==> src/sv/rnp_pkg.sv <==
// ----------------------------------------------------------------------------
// rnp_pkg
// Shared types and constants of the radix number parser: request and result
// payloads, the classified character passed from front to back, parse phases.
// ----------------------------------------------------------------------------
`default_nettype none

package rnp_pkg;

    // payload widths
    localparam int CH_BITS     = 8;
    localparam int RADIX_BITS  = 6;
    localparam int DIGIT_BITS  = 6;
    localparam int VALUE_BITS  = 32;
    localparam int OFFSET_BITS = 16;
    localparam int STATUS_BITS = 2;

    // default queue depths
    localparam int MID_DEPTH = 2;
    localparam int RES_DEPTH = 2;

    // status codes
    localparam logic [STATUS_BITS-1:0] ST_NUMBER  = 2'd0;
    localparam logic [STATUS_BITS-1:0] ST_NONE    = 2'd1;
    localparam logic [STATUS_BITS-1:0] ST_INVALID = 2'd2;

    // radix values
    localparam logic [RADIX_BITS-1:0] RADIX_AUTO = 6'd0;
    localparam logic [RADIX_BITS-1:0] RADIX_OCT  = 6'd8;
    localparam logic [RADIX_BITS-1:0] RADIX_DEC  = 6'd10;
    localparam logic [RADIX_BITS-1:0] RADIX_HEX  = 6'd16;
    localparam logic [RADIX_BITS-1:0] RADIX_MAX  = 6'd36;

    // digit value of a character that is not alphanumeric
    localparam logic [DIGIT_BITS-1:0] DIGIT_NONE = 6'd36;
    localparam logic [DIGIT_BITS-1:0] DIGIT_TEN  = 6'd10;

    // character codes
    localparam logic [CH_BITS-1:0] CH_ZERO  = 8'h30;
    localparam logic [CH_BITS-1:0] CH_NINE  = 8'h39;
    localparam logic [CH_BITS-1:0] CH_LA    = 8'h61;
    localparam logic [CH_BITS-1:0] CH_LZ    = 8'h7a;
    localparam logic [CH_BITS-1:0] CH_UA    = 8'h41;
    localparam logic [CH_BITS-1:0] CH_UZ    = 8'h5a;
    localparam logic [CH_BITS-1:0] CH_LX    = 8'h78;
    localparam logic [CH_BITS-1:0] CH_UX    = 8'h58;
    localparam logic [CH_BITS-1:0] CH_PLUS  = 8'h2b;
    localparam logic [CH_BITS-1:0] CH_MINUS = 8'h2d;
    localparam logic [CH_BITS-1:0] CH_SPACE = 8'h20;
    localparam logic [CH_BITS-1:0] CH_HT    = 8'h09;
    localparam logic [CH_BITS-1:0] CH_CR    = 8'h0d;

    typedef struct packed {
        logic [CH_BITS-1:0] ch;
        logic               starts_string;
    } in_item_t;

    typedef struct packed {
        logic signed [VALUE_BITS-1:0] value;
        logic [OFFSET_BITS-1:0]       end_offset;
        logic [STATUS_BITS-1:0]       status;
    } out_item_t;

    // classified character, front to back
    typedef struct packed {
        logic                  start;
        logic [DIGIT_BITS-1:0] digit;
        logic                  space;
        logic                  sign;
        logic                  minus;
        logic                  zero;
        logic                  x;
    } char_class_t;

    typedef enum logic [2:0] {
        PH_IDLE,
        PH_LEAD,
        PH_FIRST,
        PH_ZERO,
        PH_ZERO_X,
        PH_DIGITS
    } phase_t;

endpackage

`default_nettype wire

==> src/sv/rnp_queue.sv <==
// ----------------------------------------------------------------------------
// rnp_queue
// Small first-in first-out queue of registers with push/full and pop/empty.
// ----------------------------------------------------------------------------
`default_nettype none

module rnp_queue #(
    parameter type item_t = logic,
    parameter int  DEPTH  = 2
) (
    input  wire logic  clk,
    input  wire logic  rst_n,
    input  wire logic  push,
    input  wire item_t push_data,
    output logic       full,
    input  wire logic  pop,
    output item_t      pop_data,
    output logic       empty
);

    localparam int PTR_W = (DEPTH > 1) ? $clog2(DEPTH) : 1;
    localparam int CNT_W = $clog2(DEPTH + 1);
    localparam logic [PTR_W-1:0] PTR_LAST = PTR_W'(DEPTH - 1);
    localparam logic [CNT_W-1:0] CNT_FULL = CNT_W'(DEPTH);

    item_t            mem [DEPTH];
    logic [PTR_W-1:0] wr_ptr_reg, wr_ptr_next;
    logic [PTR_W-1:0] rd_ptr_reg, rd_ptr_next;
    logic [CNT_W-1:0] count_reg, count_next;
    logic             do_push;
    logic             do_pop;

    assign full     = (count_reg == CNT_FULL);
    assign empty    = (count_reg == '0);
    assign do_push  = push && !full;
    assign do_pop   = pop && !empty;
    assign pop_data = mem[rd_ptr_reg];

    // pointer and count update
    always_comb
    begin
        wr_ptr_next = wr_ptr_reg;
        rd_ptr_next = rd_ptr_reg;
        count_next  = count_reg;
        if (do_push)
        begin
            wr_ptr_next = (wr_ptr_reg == PTR_LAST) ? '0 : wr_ptr_reg + 1'b1;
        end
        if (do_pop)
        begin
            rd_ptr_next = (rd_ptr_reg == PTR_LAST) ? '0 : rd_ptr_reg + 1'b1;
        end
        if (do_push && !do_pop)
        begin
            count_next = count_reg + 1'b1;
        end
        else if (do_pop && !do_push)
        begin
            count_next = count_reg - 1'b1;
        end
    end

    always_ff @(posedge clk or negedge rst_n)
    begin
        if (!rst_n)
        begin
            wr_ptr_reg <= '0;
            rd_ptr_reg <= '0;
            count_reg  <= '0;
        end
        else
        begin
            wr_ptr_reg <= wr_ptr_next;
            rd_ptr_reg <= rd_ptr_next;
            count_reg  <= count_next;
        end
    end

    // storage
    always_ff @(posedge clk)
    begin
        if (do_push)
        begin
            mem[wr_ptr_reg] <= push_data;
        end
    end

endmodule

`default_nettype wire

==> src/sv/rnp_front.sv <==
// ----------------------------------------------------------------------------
// rnp_front
// Accepts character requests and classifies each character: digit value,
// whitespace, sign, zero character and hex marker.
// ----------------------------------------------------------------------------
`default_nettype none

module rnp_front (
    input  wire logic             push,
    input  wire rnp_pkg::in_item_t item,
    input  wire logic             queue_full,
    output logic                  queue_push,
    output rnp_pkg::char_class_t  cls
);

    // digit value 0..35, or none for other characters
    function automatic logic [rnp_pkg::DIGIT_BITS-1:0] digit_of(
        input logic [rnp_pkg::CH_BITS-1:0] c
    );
        logic [rnp_pkg::DIGIT_BITS-1:0] d;
        d = rnp_pkg::DIGIT_NONE;
        if (c >= rnp_pkg::CH_ZERO && c <= rnp_pkg::CH_NINE)
        begin
            d = rnp_pkg::DIGIT_BITS'(c - rnp_pkg::CH_ZERO);
        end
        else if (c >= rnp_pkg::CH_LA && c <= rnp_pkg::CH_LZ)
        begin
            d = rnp_pkg::DIGIT_BITS'(c - rnp_pkg::CH_LA) + rnp_pkg::DIGIT_TEN;
        end
        else if (c >= rnp_pkg::CH_UA && c <= rnp_pkg::CH_UZ)
        begin
            d = rnp_pkg::DIGIT_BITS'(c - rnp_pkg::CH_UA) + rnp_pkg::DIGIT_TEN;
        end
        return d;
    endfunction

    assign queue_push = push && !queue_full;

    // character classification
    always_comb
    begin
        cls.start = item.starts_string;
        cls.digit = digit_of(item.ch);
        cls.space = (item.ch == rnp_pkg::CH_SPACE)
                 || (item.ch >= rnp_pkg::CH_HT && item.ch <= rnp_pkg::CH_CR);
        cls.sign  = (item.ch == rnp_pkg::CH_PLUS) || (item.ch == rnp_pkg::CH_MINUS);
        cls.minus = (item.ch == rnp_pkg::CH_MINUS);
        cls.zero  = (item.ch == rnp_pkg::CH_ZERO);
        cls.x     = (item.ch == rnp_pkg::CH_LX) || (item.ch == rnp_pkg::CH_UX);
    end

endmodule

`default_nettype wire

==> src/sv/rnp_back.sv <==
// ----------------------------------------------------------------------------
// rnp_back
// Parse engine: walks the classified characters through the parse phases,
// accumulates digits with one multiply-add per character and builds results.
// ----------------------------------------------------------------------------
`default_nettype none

module rnp_back (
    input  wire logic                              clk,
    input  wire logic                              rst_n,
    input  wire logic [rnp_pkg::RADIX_BITS-1:0]    radix_cfg,
    input  wire rnp_pkg::char_class_t              cls,
    input  wire logic                              cls_valid,
    output logic                                   cls_pop,
    input  wire logic                              res_full,
    output logic                                   res_push,
    output rnp_pkg::out_item_t                     res
);

    localparam int VB = rnp_pkg::VALUE_BITS;
    localparam int OB = rnp_pkg::OFFSET_BITS;
    localparam int RB = rnp_pkg::RADIX_BITS;

    rnp_pkg::phase_t  phase_reg, phase_next;
    logic [VB-1:0]    acc_reg, acc_next;
    logic             neg_reg, neg_next;
    logic [RB-1:0]    radix_reg, radix_next;
    logic [OB-1:0]    pos_reg, pos_next;

    logic             emit;
    logic             fire;
    logic [RB-1:0]    step_radix;
    logic [VB-1:0]    mac;
    logic [VB-1:0]    signed_acc;

    // multiply-add on the running value; a leading zero in auto mode means octal
    assign step_radix = (phase_reg == rnp_pkg::PH_ZERO && radix_reg == rnp_pkg::RADIX_AUTO)
                      ? rnp_pkg::RADIX_OCT : radix_reg;
    assign mac        = acc_reg * VB'(step_radix) + VB'(cls.digit);
    assign signed_acc = neg_reg ? (VB'(0) - acc_reg) : acc_reg;

    // parse phase and result
    always_comb
    begin
        rnp_pkg::phase_t ph;
        logic [RB-1:0]   rad;
        logic [1:0]      incs;
        logic            stop;
        logic [OB:0]     pos_sum;

        ph         = phase_reg;
        rad        = radix_reg;
        acc_next   = acc_reg;
        neg_next   = neg_reg;
        pos_next   = pos_reg;
        incs       = 2'd1;
        stop       = 1'b0;
        emit       = 1'b0;
        res        = '0;
        res.status = rnp_pkg::ST_NUMBER;

        // string start restarts the parse
        if (cls.start)
        begin
            acc_next = '0;
            neg_next = 1'b0;
            pos_next = '0;
            rad      = radix_cfg;
            ph       = rnp_pkg::PH_LEAD;
            if (radix_cfg > rnp_pkg::RADIX_MAX)
            begin
                rad        = rnp_pkg::RADIX_AUTO;
                emit       = 1'b1;
                res.status = rnp_pkg::ST_INVALID;
                ph         = rnp_pkg::PH_IDLE;
                stop       = 1'b1;
            end
        end

        if (!stop)
        begin
            unique case (ph)
                rnp_pkg::PH_LEAD, rnp_pkg::PH_FIRST:
                begin
                    if (ph == rnp_pkg::PH_LEAD && cls.space)
                    begin
                        ph = rnp_pkg::PH_LEAD;
                    end
                    else if (ph == rnp_pkg::PH_LEAD && cls.sign)
                    begin
                        neg_next = cls.minus;
                        ph       = rnp_pkg::PH_FIRST;
                    end
                    else if (cls.zero
                             && (rad == rnp_pkg::RADIX_AUTO || rad == rnp_pkg::RADIX_HEX))
                    begin
                        acc_next = '0;
                        ph       = rnp_pkg::PH_ZERO;
                    end
                    else
                    begin
                        if (rad == rnp_pkg::RADIX_AUTO)
                        begin
                            rad = rnp_pkg::RADIX_DEC;
                        end
                        if (cls.digit >= rad)
                        begin
                            emit       = 1'b1;
                            res.status = rnp_pkg::ST_NONE;
                            ph         = rnp_pkg::PH_IDLE;
                        end
                        else
                        begin
                            acc_next = VB'(cls.digit);
                            ph       = rnp_pkg::PH_DIGITS;
                        end
                    end
                end
                rnp_pkg::PH_ZERO:
                begin
                    if (cls.x && (rad == rnp_pkg::RADIX_AUTO || rad == rnp_pkg::RADIX_HEX))
                    begin
                        // offset stays on the x until a hex digit confirms it
                        rad  = rnp_pkg::RADIX_HEX;
                        ph   = rnp_pkg::PH_ZERO_X;
                        incs = 2'd0;
                    end
                    else
                    begin
                        rad = step_radix;
                        ph  = rnp_pkg::PH_DIGITS;
                        if (cls.digit < rad)
                        begin
                            acc_next = mac;
                        end
                        else
                        begin
                            emit           = 1'b1;
                            res.value      = signed_acc;
                            res.end_offset = pos_reg;
                            ph             = rnp_pkg::PH_IDLE;
                        end
                    end
                end
                rnp_pkg::PH_ZERO_X:
                begin
                    if (cls.digit < rnp_pkg::RADIX_HEX)
                    begin
                        acc_next = VB'(cls.digit);
                        ph       = rnp_pkg::PH_DIGITS;
                        incs     = 2'd2;
                    end
                    else
                    begin
                        // number is the zero before the x
                        emit           = 1'b1;
                        res.end_offset = pos_reg;
                        ph             = rnp_pkg::PH_IDLE;
                    end
                end
                rnp_pkg::PH_DIGITS:
                begin
                    if (cls.digit < rad)
                    begin
                        acc_next = mac;
                    end
                    else
                    begin
                        emit           = 1'b1;
                        res.value      = signed_acc;
                        res.end_offset = pos_reg;
                        ph             = rnp_pkg::PH_IDLE;
                    end
                end
                default:
                begin
                    ph = rnp_pkg::PH_IDLE;
                end
            endcase
        end

        // saturating offset advance
        pos_sum = {1'b0, pos_next} + (OB+1)'(incs);
        if (ph != rnp_pkg::PH_IDLE)
        begin
            pos_next = pos_sum[OB] ? {OB{1'b1}} : pos_sum[OB-1:0];
        end

        phase_next = ph;
        radix_next = rad;
    end

    // a character moves on unless its result finds the result queue full
    assign fire     = cls_valid && (!emit || !res_full);
    assign cls_pop  = fire;
    assign res_push = fire && emit;

    always_ff @(posedge clk or negedge rst_n)
    begin
        if (!rst_n)
        begin
            phase_reg <= rnp_pkg::PH_IDLE;
            acc_reg   <= '0;
            neg_reg   <= 1'b0;
            radix_reg <= '0;
            pos_reg   <= '0;
        end
        else if (fire)
        begin
            phase_reg <= phase_next;
            acc_reg   <= acc_next;
            neg_reg   <= neg_next;
            radix_reg <= radix_next;
            pos_reg   <= pos_next;
        end
    end

endmodule

`default_nettype wire

==> src/sv/radix_number_parser.sv <==
// ----------------------------------------------------------------------------
// radix_number_parser
// Streaming ASCII to integer parser in the manner of strtol.
//
// Requests: one character per push, accepted at a clock edge with push high
// and full low; starts_string marks the first character of a string. Results:
// the oldest result sits on result while empty is low and leaves on pop.
// A string gives at most one result (value, end offset, status), on the
// character that ends its number; characters outside a string are dropped.
// Configuration: cfg_radix is written when cfg_valid and cfg_ready are high
// (ready is always high) and is sampled at each string start; write it only
// while no character is in flight.
// Throughput: one character per cycle while the result queue has room. A
// result reaches the result ports through the classify queue register and
// then the result queue register; the parse engine, combinational with its
// one multiply-add per character, sits between them.
// When pop stays low the result queue fills, the parse engine holds the
// character that would produce the next result, and full rises once the
// classify queue fills behind it. Reset empties both queues, clears the
// radix register to auto-detect and puts the parser in idle.
// ----------------------------------------------------------------------------
`default_nettype none

module radix_number_parser #(
    parameter int MID_DEPTH = rnp_pkg::MID_DEPTH,
    parameter int RES_DEPTH = rnp_pkg::RES_DEPTH
) (
    input  wire logic                             clk,
    input  wire logic                             rst_n,
    input  wire logic                             push,
    input  wire rnp_pkg::in_item_t                item,
    output logic                                  full,
    output logic                                  empty,
    input  wire logic                             pop,
    output rnp_pkg::out_item_t                    result,
    input  wire logic                             cfg_valid,
    output logic                                  cfg_ready,
    input  wire logic [rnp_pkg::RADIX_BITS-1:0]   cfg_radix
);

    logic [rnp_pkg::RADIX_BITS-1:0] radix_reg;

    rnp_pkg::char_class_t front_cls;
    rnp_pkg::char_class_t mid_cls;
    logic                 mid_push;
    logic                 mid_full;
    logic                 mid_empty;
    logic                 mid_pop;
    rnp_pkg::out_item_t   back_res;
    logic                 res_push;
    logic                 res_full;

    // radix register
    assign cfg_ready = 1'b1;

    always_ff @(posedge clk or negedge rst_n)
    begin
        if (!rst_n)
        begin
            radix_reg <= rnp_pkg::RADIX_AUTO;
        end
        else if (cfg_valid && cfg_ready)
        begin
            radix_reg <= cfg_radix;
        end
    end

    // front: accept and classify
    rnp_front u_front (
        .push       (push),
        .item       (item),
        .queue_full (mid_full),
        .queue_push (mid_push),
        .cls        (front_cls)
    );

    assign full = mid_full;

    // queue between classify and parse
    rnp_queue #(
        .item_t (rnp_pkg::char_class_t),
        .DEPTH  (MID_DEPTH)
    ) u_mid_queue (
        .clk       (clk),
        .rst_n     (rst_n),
        .push      (mid_push),
        .push_data (front_cls),
        .full      (mid_full),
        .pop       (mid_pop),
        .pop_data  (mid_cls),
        .empty     (mid_empty)
    );

    // back: parse engine
    rnp_back u_back (
        .clk       (clk),
        .rst_n     (rst_n),
        .radix_cfg (radix_reg),
        .cls       (mid_cls),
        .cls_valid (!mid_empty),
        .cls_pop   (mid_pop),
        .res_full  (res_full),
        .res_push  (res_push),
        .res       (back_res)
    );

    // result queue
    rnp_queue #(
        .item_t (rnp_pkg::out_item_t),
        .DEPTH  (RES_DEPTH)
    ) u_res_queue (
        .clk       (clk),
        .rst_n     (rst_n),
        .push      (res_push),
        .push_data (back_res),
        .full      (res_full),
        .pop       (pop),
        .pop_data  (result),
        .empty     (empty)
    );

endmodule

`default_nettype wire

==> config.mk <==
export PLATFORM = sky130hd
export DESIGN_NAME = radix_number_parser
export DESIGN_NICKNAME = d
export VERILOG_FILES = /design/src/sv/rnp_pkg.sv /design/src/sv/rnp_queue.sv /design/src/sv/rnp_front.sv /design/src/sv/rnp_back.sv /design/src/sv/radix_number_parser.sv
export SDC_FILE = /design/constraint.sdc
export NUM_CORES = 1
export LEC_CHECK = 0
export ABC_AREA = 1
export BUFFER_PORTS_ARGS = -buffer_cell sky130_fd_sc_hd__buf_2
export CAP_MARGIN = 20
export CORE_MARGIN = 2
export CORE_UTILIZATION = 35
export CTS_CLUSTER_DIAMETER = 80
export CTS_CLUSTER_SIZE = 16
export DETAILED_ROUTE_END_ITERATION = 7
export GPL_TIMING_DRIVEN = 0
export MAX_ROUTING_LAYER = met4
export SETUP_SLACK_MARGIN = 0.4
export SYNTH_ARGS = -nofsm -noshare
export SYNTH_HDL_FRONTEND = slang
export SYNTH_SLANG_ARGS = --single-unit
export TNS_END_PERCENT = 100
==> constraint.sdc <==
create_clock -name clk -period 10.9 [get_ports clk]
set_clock_uncertainty 0.1 [all_clocks]
set_input_delay 0.545 -clock clk [delete_from_list [all_inputs] [get_ports clk]]
set_output_delay 0.545 -clock clk [all_outputs]
set_load 0.005 [all_outputs]
* Yosys cells after proc, flatten, opt, wreduce, memory -nomap -nowiden *
Memories as Yosys holds them, arrays and structs flattened.
Cells that the tools add are included.

storage, ports and cells
  bits in registers = 72
  memory bits (writable) = 124
  bits of input ports = 20
  output and inout bits = 53
  word-level logic and storage cells = 193
  memories = 2

operators by class
  $add $sub $neg = 16
  multipliers = 1
  order comparisons = 13
  equality and inequality tests = 15
  multiplexer cells = 92
  reductions and logical operators = 42

memories
  memory           depth  bits a word  read ports  clocked after memory_dff  wr ports  RTL line         RTL
  u_res_queue.mem  2      50           1           0                         1         rnp_queue.sv:26  item_t mem [DEPTH];
  u_mid_queue.mem  2      12           1           0                         1         rnp_queue.sv:26

operators by type and width
  kind                     count
  $mux W32                 11
  $mux W48                 3
  $pmux W32 S4             1
  $mux W6                  17
  $mux W16                 4
  $pmux W32 S2             1
  $mux W50                 1
  $pmux W16 S3             1
  $add A32 B6 Y32          1
  $eq A8 B6 Y1 const B     4
  $mul A32 B6 Y32          1
  $sub A1 B32 Y32 const A  1
  $mux W3                  10
  $mux W1                  26
  $mux W2                  13
  $logic_and A1 B1 Y1      20
  $add A16 B2 Y17          1
  $eq A8 B7 Y1 const B     2
  $ge A8 B7 Y1 const B     2
  $le A8 B7 Y1 const B     2
  $add A6 B4 Y6 const B    2
  $logic_not A6 Y1         2
  $lt A6 B6 Y1             2
  $pmux W3 S4              1
  26 further kinds         50

* Longest topological paths before layout *
Gate-level depths: netlist of run 1.

  word-level depth = 27
  gate-level depth with buffers = 29

* Hierarchy *
A second synthesis of run 1 with hierarchy kept.

second synthesis, totals
  cell total of the unflattened synthesis = 2439
  area, all modules = 17912.2 um^2

by module, submodules not included
  module                   instances  cells an instance  area each (um^2)  seq. area each (um^2)
  rnp_back                 1          1922               12149.2           1451.4
  rnp_queue (u_res_queue)  1          293                3886.2            3103.0
  rnp_queue (u_mid_queue)  1          94                 1107.3            820.8
  rnp_front                1          102                533.0             0.0
  radix_number_parser      1          28                 236.5             150.1

* Worst setup path before layout of run 1 *
OpenSTA, ideal clock, no wires.

  kind = register to register
  from = register u_mid_queue.rd_ptr_reg
  to = memory u_res_queue.mem[1][0] (netlist name) (enable)
  setup time = 0.459 ns
  arrival time = 4.609 ns
  data required time = 10.341 ns
  path slack = 5.732 ns
  cell stages (with the launch flop) = 17
  period minus slack after synthesis = 5.168 ns
  cells stage by stage = dfrtp_1 -> inv_2 -> nand2_1 -> nand2_2 -> buf_6 -> clkbuf_1 -> o21ai_0 -> nor2_1 -> nor2_1 -> ha_1 -> a21oi_1 -> o21a_1 -> nand3_1 -> nand3_1 -> nand3_4 -> nand3_1 -> nor2_1

between the ends
  longest elaborated chain between the ends = 23
  elaborated cells between the ends (all ways) = 44
  classes of those cells = order compare (4); eq/ne (6); mux (21); reduce/logical (12); memory (1)

RTL lines
  item                             RTL line                                          RTL
  start, declared                  rnp_queue.sv:28                                   logic [PTR_W-1:0] rd_ptr_reg, rd_ptr_next;
  start signal, assigned           rnp_queue.sv:74                                   rd_ptr_reg <= rd_ptr_next;
  $mem_v2 Z2 W12 *                 --
  $mux W6                          rnp_back.sv:63                                    if (cls.start)
  $logic_not A6 Y1                 rnp_back.sv:95, rnp_back.sv:102, rnp_back.sv:121
  $mux W6                          rnp_back.sv:102                                   if (rad == rnp_pkg::RADIX_AUTO)
  $mux W6                          rnp_back.sv:94                                    else if (cls.zero
  $mux W6                          rnp_back.sv:89                                    else if (ph == rnp_pkg::PH_LEAD && cls.sign)
  $mux W6                          rnp_back.sv:85                                    if (ph == rnp_pkg::PH_LEAD && cls.space)
  $mux W6                          rnp_back.sv:82                                    unique case (ph)
  (+7 left out)                    --
  $mux W1 *                        rnp_back.sv:80                                    if (!stop)
  $logic_not A1 Y1                 rnp_back.sv:194                                   assign fire = cls_valid && (!emit || !res_full);
  $logic_or A1 B1 Y1               rnp_back.sv:194
  $logic_and A1 B1 Y1              rnp_back.sv:194
  $logic_and A1 B1 Y1 *            rnp_back.sv:196                                   assign res_push = fire && emit;
  $logic_and A1 B1 Y1 *            rnp_queue.sv:35                                   assign do_push = push && !full;
  $mux W1 *                        rnp_queue.sv:82                                   if (do_push)
  $mux W1 (not written as such) *  rnp_queue.sv:84                                   mem[wr_ptr_reg] <= push_data;
  end, declared                    rnp_queue.sv:26

Every way passes the cells marked *; elsewhere a longest branch is shown, timed or not. The select of a mux whose other input is x is not followed.

* Worst setup path after layout of run 1 *
  from = register u_back.radix_reg[5]
  to = register u_back.acc_reg[16]

between the ends
  longest elaborated chain between the ends = 18
  elaborated cells between the ends (all ways) = 41
  classes of those cells = add/sub (1); mul (1); order compare (3); eq/ne (1); mux (26); reduce/logical (9)

RTL lines
  item                                                      RTL line         RTL
  start, declared                                           rnp_back.sv:27   logic [RB-1:0] radix_reg, radix_next;
  start signal, assigned                                    rnp_back.sv:213  radix_reg <= radix_next;
  branches (longest 18 deep; another with $mul A32 B6 Y32)  --
  end signal, assigned                                      rnp_back.sv:211  acc_reg <= acc_next;
  end, declared                                             rnp_back.sv:25   logic [VB-1:0] acc_reg, acc_next;

Several ways; the timed one is not identified. The select of a mux whose other input is x is not followed.
A chain may end at the register's enable or synchronous reset.

==> summary.txt, run 1 <==
WP data required -> 11.15 ns
Largest net degree at the start of global routing -> 50
Critical path class -> reg -> reg
Leading register cell type out of synthesis -> edfxtp_1
Worst slew pin tran -> 1.050 ns
Max VDD drop -> 0.1356 mV
Yosys top cell area share -> 0.2179
Unrepaired setup endpoints after global routing -> false
Max reg flops -> 100
Worst-Skew Late Latency -> 0.47 ns
Hold path start -> item[0]
Hold path cells -> 1
Floorplan row count -> 80
R2r endpoint -> u_back.acc_reg[16]$_DFFE_PN0N_
Cell Pwr Density -> 189.9 mW/mm^2
Crit path arrival time -> 6.84 ns
Initial Util -> 0.3563
WL final -> 49.85 mm
Dominant cell type by area after synthesis -> edfxtp_1
GRT Residual Overflow -> 0
CTS H-Tree Depth -> 4
Clock transition at path regs -> 0.08 ns
Period utilization -> 0.6043
Post-synthesis net count -> 2,457
Largest fanout on the critical path -> 10
Die ar. -> 0.05060 sq mm
Cell Area, Placed -> 0.01829 sq mm
Hold-critical path endpoint -> u_mid_queue.mem[0][11]$_DFFE_PP_
Layout cell share with drive strength beyond 1 -> 0.06809
Sink Count -> 196
Slew Viols, Final -> 0
Sequential area share after synthesis -> 0.3234
Syn_area_per_cell -> 7.661 sq um
Routed Antenna Nets -> 0
Top-count cell post-synth -> nand2_1
Setup WS post-layout -> 4.313 ns
Yosys reg bits -> 196
DP Worst Slack -> 4.402 ns
DP Wirelength -> 39.40 mm
Final instance area -> 0.01886 sq mm
Root buffer cell -> clkbuf_16
Ys async rst share -> 0.3673
Setup TNS -> 0 ns
Initial antenna violation count -> 0
Die Y -> 224.9 um
CTS buffer count -> 17
Initial DRC count -> 1,115
Final-report setup violation count -> 0
Largest family of logic cells by synthesized area -> simple AND/OR/NAND/NOR gates
Status -> complete, no violations
Synth cell count leaders -> 672 x nand2_1, 329 x inv_1, 210 x nor2_1
IO buf count -> 69
Clock Path Buffers -> 2
Post-Syn Area -> 0.01709 sq mm
Post-Synth Adder-Cell Area -> 0.2012
Synthesis-to-layout area growth -> 10.39%
FF-to-FF path depth -> 20
R2R Setup Slk -> 4.31 ns
Clock tree from TritonCTS -> built
Max Fclk -> 151.8 MHz
Worst R2R Start -> u_back.radix_reg[5]$_DFFE_PN0N_
Initial DRT Pass Iterations -> 6
Mapped Cells -> 2,230
Placed insts -> 2,917
LEAKAGE -> 9.956 nW
DR WL/cell -> 16.90 um
Core area -> 0.04795 sq mm
Max-slew headroom -> 0.2975
Hold Crit Class -> in -> reg
GRT Total Usage -> 0.2085
Routability Congestion -> 0.9252
Final hold violations -> 0
Simple-gate share of the synthesized area -> 0.2621
Ports -> 73
Post-synthesis mux area share -> 0.001904
Xor/xnor cell area share of the yosys netlist -> 0.03230
First-pass GRT wire length -> 80.03 mm
Max cap viols -> 0
EDFF count, synth -> 124
Via count -> 14.84k
Worst setup SP type -> flip-flop
Die X -> 224.9 um
Antenna fix cells -> 0
Crit end category -> flip-flop
Synth Area in Compound Gates -> 0.08019
Yosys cell types -> 55
Synth warnings -> 0
Via/cell ratio -> 5.029
Vias in the first global route -> 14.72k
Synth area leaders -> edfxtp_1 22%, nand2_1 15%, fa_1 13%, dfrtp_1 11%, inv_1 7.2%
Final Net Count -> 2,549
Post-Layout Cell Count -> 2,950
Minimum clock period -> 6.587 ns
Drc violations -> 0
per-layer routing:
| layer | wire, um | global-route usage | vias to the layer above |
|---|---|---|---|
| met5 | 0 | - | - |
| met4 | 1001 | 0.05661 | 0 |
| met3 | 2770 | 0.02920 | 66 |
| met2 | 23190 | 0.3317 | 413 |
| met1 | 22880 | 0.2794 | 7131 |
| li1 | - | - | 7225 |
critical path: stages (launching register included):
cell and delay (ns):
dfrtp_1 0.46, clkbuf_1 0.59, buf_1 0.61, nand2_1 0.17, fa_1 0.58, fa_1 0.55
inv_1 0.06, fa_1 0.55, inv_1 0.06, fa_1 0.54, inv_1 0.04, ha_1 0.33
nand2_1 0.14, inv_1 0.07, a21oi_1 0.11, o21ai_0 0.63, a21oi_1 0.23, o21ai_0 0.38
nand2_1 0.12, nand2_1 0.09, o21ai_1 0.06
worst max-delay path by stage:
| stage | startpoint | endpoint | cells after the start | slack [ns] |
|---|---|---|---|---|
| 3_5_place_dp | u_back.radix_reg[5]$_DFFE_PN0N_ | u_back.acc_reg[28]$_DFFE_PN0N_ | 24 | 4.40 |
| 2_1_floorplan | u_mid_queue.rd_ptr_reg$_DFFE_PN0P_ | u_res_queue.mem[1][0]$_DFFE_PP_ | 16 | 5.73 |
| 6_report | u_back.radix_reg[5]$_DFFE_PN0N_ | u_back.acc_reg[16]$_DFFE_PN0N_ | 20 | 4.31 |
| 5_1_grt | u_back.radix_reg[5]$_DFFE_PN0N_ | u_back.acc_reg[16]$_DFFE_PN0N_ | 20 | 3.87 |
| 4_1_cts | u_back.radix_reg[5]$_DFFE_PN0N_ | u_back.acc_reg[28]$_DFFE_PN0N_ | 24 | 4.37 |
| 3_3_place_gp | u_mid_queue.rd_ptr_reg$_DFFE_PN0P_ | u_res_queue.mem[1][31]$_DFFE_PP_ | 16 | 3.62 |
cells by family (layout without fill, tap and decap cells):
kind of cell             Yosys count  count (layout)
AND/OR/NAND/NOR                 1081            1081
XOR/XNOR                          63              63
other                              1               1
adder cells (fa/ha/maj)          207             207
multiplexers                       3               3
buffers and inverters            436             541
AO/OA/AOI/OAI                    243             243
flip-flops                       196             196
stage by stage:
| step | power (W) | util | hold WS [ns] |
|---|---|---|---|
| after global placement | 0.002923 | 0.3796 | 0.3666 |
| final | 0.003581 | 0.3934 | 0.1745 |
| after global routing | 0.003848 | 0.3934 | 0.1660 |
| after detailed placement | 0.002968 | 0.3814 | 0.3646 |
| after floorplan | 0.002270 | - | 0.1494 |
| after CTS | 0.003596 | 0.3934 | 0.1520 |
cell usage in the layout (no fill, tap or decap), drive strengths merged, types with 5 or more instances in the layout:
| cell type | instances |
|---|---|
| nand3b | 6 |
| ha | 94 |
| clkinv | 7 |
| inv | 339 |
| a31oi | 7 |
| nand3 | 96 |
| xnor2 | 17 |
| o21a | 5 |
| nor4 | 20 |
| nand4 | 39 |
| buf | 110 |
| o21ai | 121 |
| dfrtp | 72 |
| clkbuf | 84 |
| o21bai | 18 |
| edfxtp | 124 |
| xor2 | 46 |
| or2 | 5 |
| a21o | 12 |
| fa | 113 |
| nand2 | 676 |
| a21oi | 64 |
| nor3 | 19 |
| nor2 | 217 |
what timing repair did:
item | 4_1_cts | 5_1_grt
hold endpoints to repair | 23 | 0
hold buffers | 1 | 0
setup buffers | 0 | 0
gates resized for setup | 0 | 0
power by group:
group	total, W	internal [W]	switching, W	leakage, nW
Clock	0.000628	0.000313	0.000315	0.283
Combinational	0.00187	0.000522	0.00135	7.54
Sequential	0.00108	0.00102	0.0000642	2.13
final cells by class:
| type | count | area [sq um] |
|---|---|---|
| multi-input cells | 1598 | 9889 |
| fillers | 4981 | 29090 |
| well taps | 615 | 769.5 |
| inverters | 334 | 1254 |
| flip-flops and latches | 196 | 5525 |
| clock inverters | 12 | 108.9 |
| clock buffers | 20 | 456.7 |
| repair buffers | 73 | 425.4 |
| plain buffers | 102 | 431.7 |
No activity file was read; power rests on OpenSTA's default activity.
==> run 2: changes to the inputs <==
==> constraint.sdc (replaced) <==
create_clock -name clk -period 5.9 [get_ports clk]
set_clock_uncertainty 0.1 [all_clocks]
set_input_delay 0.295 -clock clk [delete_from_list [all_inputs] [get_ports clk]]
set_output_delay 0.295 -clock clk [all_outputs]
set_load 0.005 [all_outputs]
==> run 2 against run 1 <==
Clock power up 85%; combinational power up 89%; global-route usage about the same; critical path type unchanged; via count up 0.73%; non-clock buffer count up 14; critical endpoint is now u_back.acc_reg[20]$_DFFE_PN0N_; largest cell class unchanged; largest power group unchanged.
==> summary.txt, run 2 (synthesis results as in run 1) <==
Final-report setup violation count -> 0
Max reg flops -> 100
Floorplan row count -> 80
Setup TNS -> 0 ns
Layout cell share with drive strength beyond 1 -> 0.1005
Status -> complete, no violations
Max incr delay on CP -> 0.55 ns
Worst Setup SP -> u_back.phase_reg[2]$_DFFE_PN0N_
LEAKAGE -> 10.08 nW
GRT met1 Usage -> 0.2795
Most used cell, CP -> nand2_1
Crit end category -> flip-flop
Critical path buffer and inverter count -> 4
Drc violations -> 0
Via/cell ratio -> 5.042
Initial DRT Pass Iterations -> 6
Largest fanout on the critical path -> 6
Core area -> 0.04795 sq mm
Vias in the first global route -> 14.76k
Period utilization -> 0.8926
Final Power -> 0.006692 W
Antenna fix cells -> 0
Multi-input gate area -> 0.01018 sq mm
Max-slew headroom -> 0.2991
Synthesis-to-layout area growth -> 13.06%
Filler cells -> 4,931
Die X -> 224.9 um
Clock Path Buffers -> 2
Worst slew pin tran -> 1.047 ns
Final Net Count -> 2,563
Sink Count -> 196
Slew Viols, Final -> 0
GRT Residual Overflow -> 0
Busiest grt layer -> met2
Final hold violations -> 0
GR Layer Usage met3 -> 0.02947
Routability Congestion -> 0.9252
Most frequent cells in the layout -> 664 x nand2_1, 328 x inv_1, 201 x nor2_1
Crit path depth -> 22
Root buffer cell -> clkbuf_16
Hold Crit Class -> in -> reg
DR WL/cell -> 16.90 um
IO buf count -> 69
R2R Setup Slk -> 0.63 ns
Max Fclk -> 189.9 MHz
GRT Total Usage -> 0.2086
Met2 global-route usage -> 0.3310
Crit path arrival time -> 5.52 ns
Worst setup SP type -> flip-flop
Unrepaired setup endpoints after global routing -> true
Die Y -> 224.9 um
DP Wirelength -> 39.40 mm
R2r endpoint -> u_back.acc_reg[20]$_DFFE_PN0N_
Critical path class -> reg -> reg
Max VDD drop -> 0.2511 mV
Max cap viols -> 0
Initial DRC count -> 1,152
CTS buffer count -> 17
Worst R2R Start -> u_back.phase_reg[2]$_DFFE_PN0N_
FF-to-FF path depth -> 22
Crit-path cells -> nor3_4 -> nand4_1 -> nand2_4 -> nand2_1 -> fa_2 -> fa_1 -> inv_1 -> fa_1 -> inv_1 -> fa_1 -> inv_1 -> ha_4 -> a21o_1 -> buf_4 -> nand2_1 -> a21oi_1 -> o21ai_0 -> nand3b_1 -> o21ai_0 -> nand2_1 -> nand2_1 -> o21ai_1
Via count -> 14.94k
Initial Util -> 0.3563
First-pass GRT wire length -> 80.12 mm
Max stage delay cell, worst path -> fa_1
CP endpoint -> u_back.acc_reg[20]$_DFFE_PN0N_
Die ar. -> 0.05060 sq mm
Routed Antenna Nets -> 0
Clock tree from TritonCTS -> built
Cell Pwr Density -> 346.4 mW/mm^2
WP data required -> 6.15 ns
Initial antenna violation count -> 0
Largest delay share family, worst path -> adder cells
Worst-Skew Late Latency -> 0.47 ns
CTS H-Tree Depth -> 4
WL final -> 50.11 mm
Ports -> 73
Minimum clock period -> 5.266 ns
Commonest non-fill, non-tap cell in the layout -> nand2_1
Storage cell area -> 0.005527 sq mm
Clock transition at path regs -> 0.08 ns
Largest net degree at the start of global routing -> 50
run 2: cell count changes in the layout (fill, tap and decap cells not counted), sizes merged:
cell | previous run | this run
dlygate4sd3 | 1 | 8
clkbuf | 84 | 82
buf | 110 | 119
run 2: metrics by stage:
step	area [sq um]	utilization	setup WS (ns)	hold WS [ns]	instances
5_1_grt	19320	0.4029	0.3177	0.1058	2964
3_5_place_dp	18290	0.3814	-0.5981	0.1289	2917
6_report	19320	0.4029	0.6337	0.08311	2964
2_1_floorplan	17090	-	0.7319	-0.1006	2230
4_1_cts	19000	0.3962	0.4007	0.07145	2957
3_3_place_gp	18200	0.3796	-1.379	0.3666	2914
run 2: area by class of cell:
cell class,instances,area share
clock inverter,12,0.005635
inverter,334,0.06497
sequential,196,0.2861
timing repair buffer,88,0.02876
clock buffer,20,0.02364
buffer,101,0.02384
multi-input combinational,1598,0.5272
tap,615,0.03983
run 2: worst min path at each step:
| stage | cells after the start | start | to |
|---|---|---|---|
| final | 3 | pop | u_res_queue.rd_ptr_reg$_DFFE_PN0P_ |
| after global routing | 3 | pop | u_res_queue.rd_ptr_reg$_DFFE_PN0P_ |
| after CTS | 3 | pop | u_res_queue.rd_ptr_reg$_DFFE_PN0P_ |
| after detailed placement | 1 | rst_n | u_back.pos_reg[14]$_DFFE_PN0N_ |
| after global placement | 2 | u_back.pos_reg[0]$_DFFE_PN0N_ | u_back.pos_reg[0]$_DFFE_PN0N_ |
| after floorplan | 0 | rst_n | radix_reg[0]$_DFFE_PN0P_ |
run 2: repair_timing:
action | CTS | global route
gates resized for setup | 31 | 77
buffers inserted | 0 | 8
endpoints found under the setup margin | 26 | 21
hold endpoints to repair | 49 | 0
pin swaps | 0 | 15
hold buffers | 8 | 0
run 2: power by group:
part / internal [W] / total, W / leakage (nW) / switching (W)
Clock: 0.000578 / 0.00116 / 0.283 / 0.000582
Sequential: 0.00188 / 0.00200 / 2.13 / 0.000119
Combinational: 0.00102 / 0.00353 / 7.67 / 0.00252
Total: 0.00347 / 0.00669 / 10.1 / 0.00322
run 2: layer usage:
layer	wire length [um]	share of wire
met3	2724	0.054
met2	23560	0.47
met1	22850	0.46
met5	0	0
met4	964	0.019
run 2: worst min-delay path, stage by stage:
cell and delay [ns]:
buf_2 0.10, o21ai_0 0.13, xor2_1 0.08
